$ cat src/rtl/core/assert_macros.svh
`ifndef ASSERT_MACROS_SVH
`define ASSERT_MACROS_SVH

// property checked on every clock edge outside reset
`define ASSERT_CLK(label, prop, msg) \
    label: assert property (@(posedge i_clk) disable iff (!i_rst_n) prop) else $error(msg);

// condition that must never be seen outside reset
`define ASSERT_NEVER(label, cond, msg) \
    label: assert property (@(posedge i_clk) disable iff (!i_rst_n) !(cond)) else $error(msg);

`endif

$ cat src/rtl/core/icf_pkg.sv
`default_nettype none
package icf_pkg;

    localparam int IN_W       = 96;
    localparam int OUT_W      = 96;
    localparam int CFG_IDX_W  = 3;
    localparam int CFG_DATA_W = 32;
    localparam int ATAN_LEN   = 24;
    localparam int PRESCALE_SH = 20;

    // one degree in picodegrees is 2^12 * 5^12; the odd part is divided by reciprocal
    localparam logic [27:0] PICO_ODD = 28'd244140625;
    localparam int          PICO_TWOS = 12;
    localparam logic [63:0] HALF_PICO = 64'd500000000000;
    localparam logic signed [49:0] Z180 = 50'sd180000000000000;

    localparam logic [CFG_IDX_W-1:0] CFG_GAIN   = 3'd0;
    localparam logic [CFG_IDX_W-1:0] CFG_LOW    = 3'd1;
    localparam logic [CFG_IDX_W-1:0] CFG_HIGH   = 3'd2;
    localparam logic [CFG_IDX_W-1:0] CFG_FLIP   = 3'd3;
    localparam logic [CFG_IDX_W-1:0] CFG_WEIGHT = 3'd4;

    typedef enum logic [3:0] {
        S_IDLE,
        S_GYRO_MUL,
        S_GYRO_ADD,
        S_PITCH_RUN,
        S_PITCH_WAIT,
        S_ROLL_RUN,
        S_ROLL_WAIT,
        S_BLEND_MUL,
        S_BLEND_SUM,
        S_HEAD_RUN,
        S_HEAD_WAIT,
        S_OUT
    } t_state;

    typedef enum logic [2:0] {
        C_IDLE,
        C_ROT,
        C_PREP,
        C_RECIP,
        C_BACK,
        C_FIX,
        C_DONE
    } t_cphase;

    typedef enum logic [1:0] {
        SEL_PITCH,
        SEL_ROLL,
        SEL_HEAD
    } t_atan_sel;

    typedef struct packed {
        logic      load;
        logic      gyro_mul;
        logic      gyro_add;
        logic      atan_start;
        t_atan_sel sel;
        logic      blend_mul;
        logic      blend_sum;
        logic      out_load;
    } t_cmd;

    typedef struct packed {
        logic in_range;
        logic atan_done;
    } t_stat;

    function automatic logic [46:0] atan_pdeg(input logic [4:0] idx);
        logic [46:0] v;
        case (idx)
            5'd0:  v = 47'd45000000000000;
            5'd1:  v = 47'd26565051177078;
            5'd2:  v = 47'd14036243467926;
            5'd3:  v = 47'd7125016348902;
            5'd4:  v = 47'd3576334374997;
            5'd5:  v = 47'd1789910608246;
            5'd6:  v = 47'd895173710211;
            5'd7:  v = 47'd447614170861;
            5'd8:  v = 47'd223810500369;
            5'd9:  v = 47'd111905677066;
            5'd10: v = 47'd55952891894;
            5'd11: v = 47'd27976452617;
            5'd12: v = 47'd13988227142;
            5'd13: v = 47'd6994113675;
            5'd14: v = 47'd3497056851;
            5'd15: v = 47'd1748528427;
            5'd16: v = 47'd874264214;
            5'd17: v = 47'd437132107;
            5'd18: v = 47'd218566053;
            5'd19: v = 47'd109283027;
            5'd20: v = 47'd54641513;
            5'd21: v = 47'd27320757;
            5'd22: v = 47'd13660378;
            5'd23: v = 47'd6830189;
            default: v = 47'd0;
        endcase
        return v;
    endfunction

    function automatic logic signed [31:0] sat32(input logic signed [63:0] v);
        logic signed [31:0] r;
        if (v > 64'sd2147483647) begin
            r = 32'sh7FFFFFFF;
        end else if (v < -64'sd2147483648) begin
            r = 32'sh80000000;
        end else begin
            r = v[31:0];
        end
        return r;
    endfunction

endpackage
`default_nettype wire

$ cat src/rtl/core/icf_ctrl.sv
`default_nettype none
`include "assert_macros.svh"
module icf_ctrl (
    input  wire                  i_clk,
    input  wire                  i_rst_n,
    input  wire                  i_s_tvalid,
    output logic                 o_s_tready,
    output logic                 o_m_tvalid,
    input  wire                  i_m_tready,
    input  wire icf_pkg::t_stat  i_stat,
    output icf_pkg::t_cmd        o_cmd
);
    icf_pkg::t_state r_state, n_state;
    logic            r_ovalid;
    logic            out_free;
    logic            in_wait;

    assign out_free = !r_ovalid || i_m_tready;
    assign in_wait  = (r_state == icf_pkg::S_PITCH_WAIT) ||
                      (r_state == icf_pkg::S_ROLL_WAIT) ||
                      (r_state == icf_pkg::S_HEAD_WAIT);

    always_comb begin
        n_state = r_state;
        case (r_state)
            icf_pkg::S_IDLE:       if (i_s_tvalid) begin
                n_state = icf_pkg::S_GYRO_MUL;
            end
            icf_pkg::S_GYRO_MUL:   n_state = icf_pkg::S_GYRO_ADD;
            icf_pkg::S_GYRO_ADD:   n_state = i_stat.in_range ? icf_pkg::S_PITCH_RUN
                                                             : icf_pkg::S_HEAD_RUN;
            icf_pkg::S_PITCH_RUN:  n_state = icf_pkg::S_PITCH_WAIT;
            icf_pkg::S_PITCH_WAIT: if (i_stat.atan_done) begin
                n_state = icf_pkg::S_ROLL_RUN;
            end
            icf_pkg::S_ROLL_RUN:   n_state = icf_pkg::S_ROLL_WAIT;
            icf_pkg::S_ROLL_WAIT:  if (i_stat.atan_done) begin
                n_state = icf_pkg::S_BLEND_MUL;
            end
            icf_pkg::S_BLEND_MUL:  n_state = icf_pkg::S_BLEND_SUM;
            icf_pkg::S_BLEND_SUM:  n_state = icf_pkg::S_HEAD_RUN;
            icf_pkg::S_HEAD_RUN:   n_state = icf_pkg::S_HEAD_WAIT;
            icf_pkg::S_HEAD_WAIT:  if (i_stat.atan_done) begin
                n_state = icf_pkg::S_OUT;
            end
            icf_pkg::S_OUT:        if (out_free) begin
                n_state = icf_pkg::S_IDLE;
            end
            default:               n_state = icf_pkg::S_IDLE;
        endcase
    end

    always_comb begin
        o_cmd            = '0;
        o_cmd.sel        = icf_pkg::SEL_HEAD;
        o_cmd.load       = (r_state == icf_pkg::S_IDLE) && i_s_tvalid;
        o_cmd.gyro_mul   = (r_state == icf_pkg::S_GYRO_MUL);
        o_cmd.gyro_add   = (r_state == icf_pkg::S_GYRO_ADD);
        o_cmd.atan_start = (r_state == icf_pkg::S_PITCH_RUN) ||
                           (r_state == icf_pkg::S_ROLL_RUN) ||
                           (r_state == icf_pkg::S_HEAD_RUN);
        o_cmd.blend_mul  = (r_state == icf_pkg::S_BLEND_MUL);
        o_cmd.blend_sum  = (r_state == icf_pkg::S_BLEND_SUM);
        o_cmd.out_load   = (r_state == icf_pkg::S_OUT) && out_free;
        case (r_state)
            icf_pkg::S_PITCH_RUN, icf_pkg::S_PITCH_WAIT: o_cmd.sel = icf_pkg::SEL_PITCH;
            icf_pkg::S_ROLL_RUN, icf_pkg::S_ROLL_WAIT:   o_cmd.sel = icf_pkg::SEL_ROLL;
            default:                                     o_cmd.sel = icf_pkg::SEL_HEAD;
        endcase
    end

    always_ff @(posedge i_clk) begin
        if (!i_rst_n) begin
            r_state  <= icf_pkg::S_IDLE;
            r_ovalid <= 1'b0;
        end else begin
            r_state <= n_state;
            if (o_cmd.out_load) begin
                r_ovalid <= 1'b1;
            end else if (i_m_tready) begin
                r_ovalid <= 1'b0;
            end
        end
    end

    assign o_s_tready = (r_state == icf_pkg::S_IDLE);
    assign o_m_tvalid = r_ovalid;

    `ASSERT_NEVER(a_no_overwrite, o_cmd.out_load && r_ovalid && !i_m_tready, "result overwritten")
    `ASSERT_CLK(a_done_in_wait, i_stat.atan_done |-> in_wait, "atan done outside wait")
    `ASSERT_CLK(a_out_sets_valid, o_cmd.out_load |=> (o_m_tvalid && r_state == icf_pkg::S_IDLE), "result not presented")

endmodule
`default_nettype wire

$ cat config.mk
export PLATFORM = sky130hd
export DESIGN_NAME = icf_ctrl
export DESIGN_NICKNAME = d
export VERILOG_FILES = /design/src/rtl/core/icf_pkg.sv /design/src/rtl/core/icf_ctrl.sv
export VERILOG_INCLUDE_DIRS = /design/src /design/src/rtl/core
export SDC_FILE = /design/constraint.sdc
export NUM_CORES = 1
export LEC_CHECK = 0
export BUFFER_PORTS_ARGS = -buffer_cell sky130_fd_sc_hd__buf_2
export CAP_MARGIN = 0
export CORE_AREA = 2 2 39 41
export CTS_CLUSTER_DIAMETER = 30
export DETAILED_ROUTE_END_ITERATION = 8
export DIE_AREA = 0 0 41 43
export PLACE_DENSITY = 0.6
export SKIP_LAST_GASP = 1
export SLEW_MARGIN = 10
export SYNTH_ARGS = -nofsm -noshare
export SYNTH_HDL_FRONTEND = slang
export SYNTH_SLANG_ARGS = --single-unit
export TNS_END_PERCENT = 20
$ cat constraint.sdc
create_clock -name i_clk -period 1.65 [get_ports i_clk]
set_input_delay 0.165 -clock i_clk [delete_from_list [all_inputs] [get_ports i_clk]]
set_output_delay 0.165 -clock i_clk [all_outputs]
set_load 0.005 [all_outputs]
==> results.py, run 1 <==
metrics = {
    "run_status": {
        "outcome": "finished clean",
    },
    "layout": {
        "regArea_sq_um": 103,
        "drive_above_1_share_pct": 38.6,
        "nets": 77,
        "diodes": 0,
        "multi_input_area_sq_um": 280,
        "area_growth_pct": 30.2,
        "fin_cells": 86,
        "nFillCells": 145,
    },
    "synth": {
        "synth_ff_type": "dfxtp_1",
        "syn_inst": 52,
        "ys_async_sr_fraction_pct": 0,
        "syn-num-nets": 58,
        "syn-cell-area_sq_um": 414,
        "synth_top_cells_by_count": "dfxtp_1 (5), nor2_1 (5)",
        "yosysSeqAreaShare_pct": 24.2,
        "synth_top_area_cell": "dfxtp_1",
        "yosys_warnings": 0,
        "synth_cell_types": 31,
        "yosysTopAreaCellShare_pct": 24.2,
        "synth-seq-cells": 5,
        "yosys-top-cells-area": "dfxtp_1 (24%), nor4b_1 (6.3%), nor2_1 (4.5%)",
        "synth-edff-count": 0,
        "avgSynthCellArea_sq_um": 7.96,
    },
    "worst_hold_path": {
        "hold_depth": 3,
        "hold_path.startpoint": "i_rst_n",
        "worstHoldEndpoint": "r_state[1]",
        "hp-class": "primary input to flop",
    },
    "die": {
        "io_pins": 17,
        "design.die.area_sq_um": 1760,
        "initial_utilization_pct": 29.9,
        "die_x_um": 41,
        "rows": 14,
        "core_sq_um": 1380,
        "die_height_um": 43,
    },
    "global_routing": {
        "grt_use_total_pct": 13.8,
        "grt-ovfl-total": 0,
        "grt_pass1_vias": 403,
        "grt_antenna_before_repair": 0,
        "grt_max_degree": 14,
        "grt_pass1_wl_mm": 1.64,
    },
    "timing": {
        "fin_crit_sh_pct": 91.4,
        "setup_viol": 0,
        "tightest_slew_ps": 315,
        "max_freq_mhz": 663,
        "maxSlewHeadroom_pct": 78.9,
        "finalSetupTns_ps": 0,
        "drv_slew": 0,
        "fin_crit_ps": 1510,
        "rsz0062_at_grt": "false",
        "setup_ws_ps": 142,
        "hold_viol": 0,
        "finClkSkew_ps": 1.37,
    },
    "placement": {
        "dp_hpwl_um": 729,
        "gp_congestion": 0.708,
        "dp_cells": 82,
        "pre_cts_slack_ps": 212,
        "port_buffers": 16,
    },
    "critical_path": {
        "crit_path_end_kind": "primary output",
        "timing.rr.start": "r_state[3]",
        "cp_max_fo": 10,
        "cp.arrival_ps": 1340,
        "path_class": "flop to primary output",
        "r2r_cells": 5,
        "critPathRequiredTime_ps": 1480,
        "reg2reg_setup_slack_ps": 250,
        "rr_endpoint": "r_state[3]",
        "critPathLaunchType": "flop",
    },
    "clocking": {
        "cts_tree": "built",
        "clock_latency_ps": 240,
        "hold_buffers": 0,
        "post_cts_buffers": 0,
        "cts_sinks": 5,
        "clockBufferDepth": 2,
        "clk_pin_slew_ps": 40,
        "cts_made_buffers": 3,
        "cts_htree_levels": 1,
        "cts-root-buf": "clkbuf_4",
    },
    "pwr": {
        "ir_drop_uv": 190,
        "p_leak_nw": 0.256,
        "p_switching_uw": 125,
        "internal_power_uw": 288,
        "power_per_cell_area_nw_per_um2": 764,
        "swShare_pct": 30.2,
        "p_seq_share_pct": 36.6,
        "pwr-share-comb_pct": 29.4,
        "p_clk_share_pct": 34.0,
        "power_uw": 412,
    },
    "drt": {
        "wirelength_mm": 1.01,
        "wl_per_cell_um": 11.8,
        "drtAntennaViolNets": 0,
        "dr.pass1.iters": 4,
        "first_iter_violations": 5,
        "remaining_drc_errors": 0,
        "num_vias": 437,
        "vias_per_cell": 5.08,
    },
    "flow_run": {
        "drv_cap": 0,
    },
}
cell families after synthesis:
family / count (synthesis) / share of synthesized area [%]
buffers and inverters: 7 / 8.16
multiplexers: 1 / 2.42
AO/OA/AOI/OAI: 13 / 23.6
XOR/XNOR: 3 / 6.35
AND/OR/NAND/NOR: 23 / 35.3
flip-flops: 5 / 24.2
worst max-delay path by stage:
stage | start | to | slack (ps) | cells after the start
after global routing | r_state[1] | o_cmd[4] | 30 | 5
after CTS | r_state[1] | o_cmd[4] | 30 | 5
after detailed placement | r_state[0] | r_state[3] | 210 | 4
final | r_state[1] | o_cmd[4] | 140 | 5
after global placement | r_state[0] | r_state[3] | 240 | 4
after floorplan | r_state[0] | r_state[3] | 400 | 5
cell type report:
class	count	share of cell area [%]
Tap cell	16	3.71
Multi-Input combinational cell	40	52.0
Inverter	2	1.39
Timing Repair Buffer	19	19.0
Sequential cell	5	19.0
Clock buffer	4	4.87
flip-flops by register name, summed over array words and instances (netlist names):
| signal | cells |
|---|---|
| r_state | 4 |
| o_m_tvalid | 1 |
layout by cell type, fill, tap and decap left out, types with 3 or more instances in the layout:
| cell | count |
|---|---|
| buf_2 | 16 |
| buf_4 | 3 |
| clkbuf_4 | 3 |
| dfxtp_1 | 3 |
| nand2_1 | 3 |
| nor2_1 | 5 |
| nor4b_1 | 3 |
| o21ai_0 | 3 |
critical path: stages (launching register included):
cell and delay (ps):
dfxtp_2 380, buf_4 190, nand2_1 130, xnor2_1 180, nand2b_1 90, buf_2 130
power groups by stage:
stage          Clock (mW)  Combinational (mW)  Sequential, mW
6_report            0.140               0.121           0.151
2_1_floorplan           0              0.0922           0.138
4_1_cts             0.145               0.123           0.149
5_1_grt             0.154               0.138           0.152
3_3_place_gp            0               0.120           0.150
3_5_place_dp            0               0.122           0.151
metal layers:
layer / GRT usage [%] / part of all wire (%) / vias to the layer above
li1: - / - / 227
met1: 16.5 / 44 / 199
met2: 20.3 / 52 / 9
met3: 1.57 / 2.8 / 2
met4: 12.0 / 1.6 / 0
met5: 0 / 0 / -
through the flow:
stage          cell area [sq um]  hold WS (ps)  util [%]
3_3_place_gp                 510           459      36.9
2_1_floorplan                414           299         -
3_5_place_dp                 510           472      36.9
5_1_grt                      539           240      39.0
4_1_cts                      537           217      38.8
6_report                     539           212      39.0
repair_timing:
item,CTS,global route
resized for setup,0,2
endpoints found under the hold margin,0,0
endpoints found under the setup margin,0,1
Note: power is estimated with default switching activity, not from simulation.
==> inputs of run 2 (changes only) <==
==> constraint.sdc (replaced) <==
create_clock -name i_clk -period 1.65 [get_ports i_clk]
set_input_delay 0.2475 -clock i_clk [delete_from_list [all_inputs] [get_ports i_clk]]
set_output_delay 0.2475 -clock i_clk [all_outputs]
set_load 0.005 [all_outputs]
==> run 2 against run 1 <==
Worst hold slack gained 78 ps; final area is the same; first-iteration DRC count grew 120%; clock power is essentially flat; cell count is the same; worst setup slack lost 37 ps; critical path depth shrank 1; global-route usage shrank 2.3 points; fmax shrank 2.4%; critical endpoint is now o_cmd[5]; largest power group unchanged.
==> results.py, run 2 (synthesis results as in run 1) <==
metrics = {
    "global_routing": {
        "grt-ovfl-total": 0,
        "grt_antenna_before_repair": 0,
        "grt_pass1_wl_mm": 1.44,
        "grt_max_degree": 12,
        "grt_pass1_vias": 364,
        "grt_use_total_pct": 11.5,
    },
    "drt": {
        "wirelength_um": 907,
        "num_vias": 440,
        "wl_per_cell_um": 10.5,
        "dr.pass1.iters": 4,
        "first_iter_violations": 11,
        "drtAntennaViolNets": 0,
        "vias_per_cell": 5.12,
        "remaining_drc_errors": 0,
    },
    "clocking": {
        "cts_made_buffers": 3,
        "clk_pin_slew_ps": 50,
        "cts_tree": "built",
        "clockBufferDepth": 2,
        "cts_sinks": 5,
        "cts-root-buf": "clkbuf_4",
        "hold_buffers": 0,
        "clock_latency_ps": 240,
        "cts_htree_levels": 1,
    },
    "worst_hold_path": {
        "hp-class": "primary input to flop",
    },
    "layout": {
        "final_cell_mix": "buf_2 (16), nor2_1 (5), dfxtp_1 (4)",
        "largest_reg_flops": 4,
        "stdcell_area_sq_um": 539,
        "area_growth_pct": 30.2,
        "regMostFlops": "r_state",
        "nets": 77,
        "diodes": 0,
        "layout_commonest_cell": "buf_2",
        "drive_above_1_share_pct": 38.6,
        "fin_cells": 86,
    },
    "critical_path": {
        "crit_slowest_cell": "dfxtp_1",
        "crit_path_end_kind": "primary output",
        "cp.arrival_ps": 1300,
        "path_cells": "buf_4, xor2_1, o211a_1, buf_2",
        "crit_path_max_incr_delay_ps": 450,
        "critPathRequiredTime_ps": 1400,
        "path_class": "flop to primary output",
        "critPathLaunchType": "flop",
        "cp_max_fo": 9,
    },
    "timing": {
        "hold_viol": 0,
        "max_freq_mhz": 647,
        "fin_crit_ps": 1540,
        "drv_slew": 0,
        "finalSetupTns_ps": 0,
        "holdWs_ps": 291,
        "setup_viol": 0,
        "tightest_slew_ps": 319,
        "finClkSkew_ps": 7.65,
        "fin_crit_sh_pct": 93.6,
        "maxSlewHeadroom_pct": 78.6,
        "rsz0062_at_grt": "false",
    },
    "pwr": {
        "power_per_cell_area_nw_per_um2": 759,
        "p_leak_nw": 0.258,
        "ir_drop_uv": 251,
    },
    "run_status": {
        "outcome": "finished clean",
    },
    "die": {
        "die_x_um": 41,
        "rows": 14,
        "initial_utilization_pct": 29.9,
        "die_height_um": 43,
        "io_pins": 17,
        "design.die.area_sq_um": 1760,
        "core_sq_um": 1380,
    },
    "flow_run": {
        "drv_cap": 0,
    },
    "placement": {
        "dp_hpwl_um": 717,
        "gp_congestion": 0.709,
        "post_dp_cell_area_sq_um": 510,
        "port_buffers": 16,
        "dp_cells": 82,
    },
}
-- run 2: cell count changes in the layout (fill, tap and decap cells not counted) --
cell	delta
clkbuf_1	-1
clkinv_2	+1
dfxtp_1	+1
dfxtp_2	-1
-- run 2: worst max-delay path, delay by kind of cell (launching register included) --
kind / cells / cell delay, ps
XOR/XNOR: 1 / 70
flip-flops: 1 / 450
buffers and inverters: 2 / 330
AO/OA/AOI/OAI: 1 / 200
-- run 2: layout make-up --
class / count / area, sq um
Timing Repair Buffer: 19 / 103
Fill cell: 151 / 845
Clock inverter: 1 / 5.00
Clock buffer: 3 / 22.5
Sequential cell: 5 / 101
Inverter: 2 / 7.51
Multi-Input combinational cell: 40 / 280
Tap cell: 16 / 20.0
-- run 2: final timing paths --
path,startpoint,end,slack [ps],cells past startpoint
min,i_rst_n,r_state[3],290,2
max reg2reg,r_state[3],r_state[3],220,4
max,r_state[1],o_cmd[5],110,4
min reg2reg,o_m_tvalid,o_m_tvalid,520,2
-- run 2: metrics by stage --
stage                     utilization [%]  power, mW  setup WS, ps
after global placement               36.9      0.271           213
after floorplan                         -      0.231           397
after CTS                            39.0      0.414           113
after global routing                 39.0      0.438          16.3
final                                39.0      0.409           105
after detailed placement             36.9      0.272           227
-- run 2: repair_timing --
| action | CTS | global route |
|---|---|---|
| endpoints found under the setup margin | 1 | 0 |
| setup buffers | 0 | 0 |
| gates resized for setup | 1 | 0 |
-- run 2: where the power goes --
part | switching (mW) | leakage [nW] | internal (mW)
registers | 0.0209 | 0.0410 | 0.130
clock network | 0.0522 | 0.0177 | 0.0878
logic | 0.0536 | 0.199 | 0.0647
total | 0.127 | 0.258 | 0.283
-- run 2: layer usage --
| metal | vias up | GRT usage, % | share of wire, % |
|---|---|---|---|
| met5 | - | 0 | 0 |
| met4 | 0 | 4.00 | 0 |
| met3 | 0 | 1.57 | 3.0 |
| met2 | 9 | 18.1 | 51 |
| met1 | 201 | 15.2 | 46 |
| li1 | 230 | - | - |
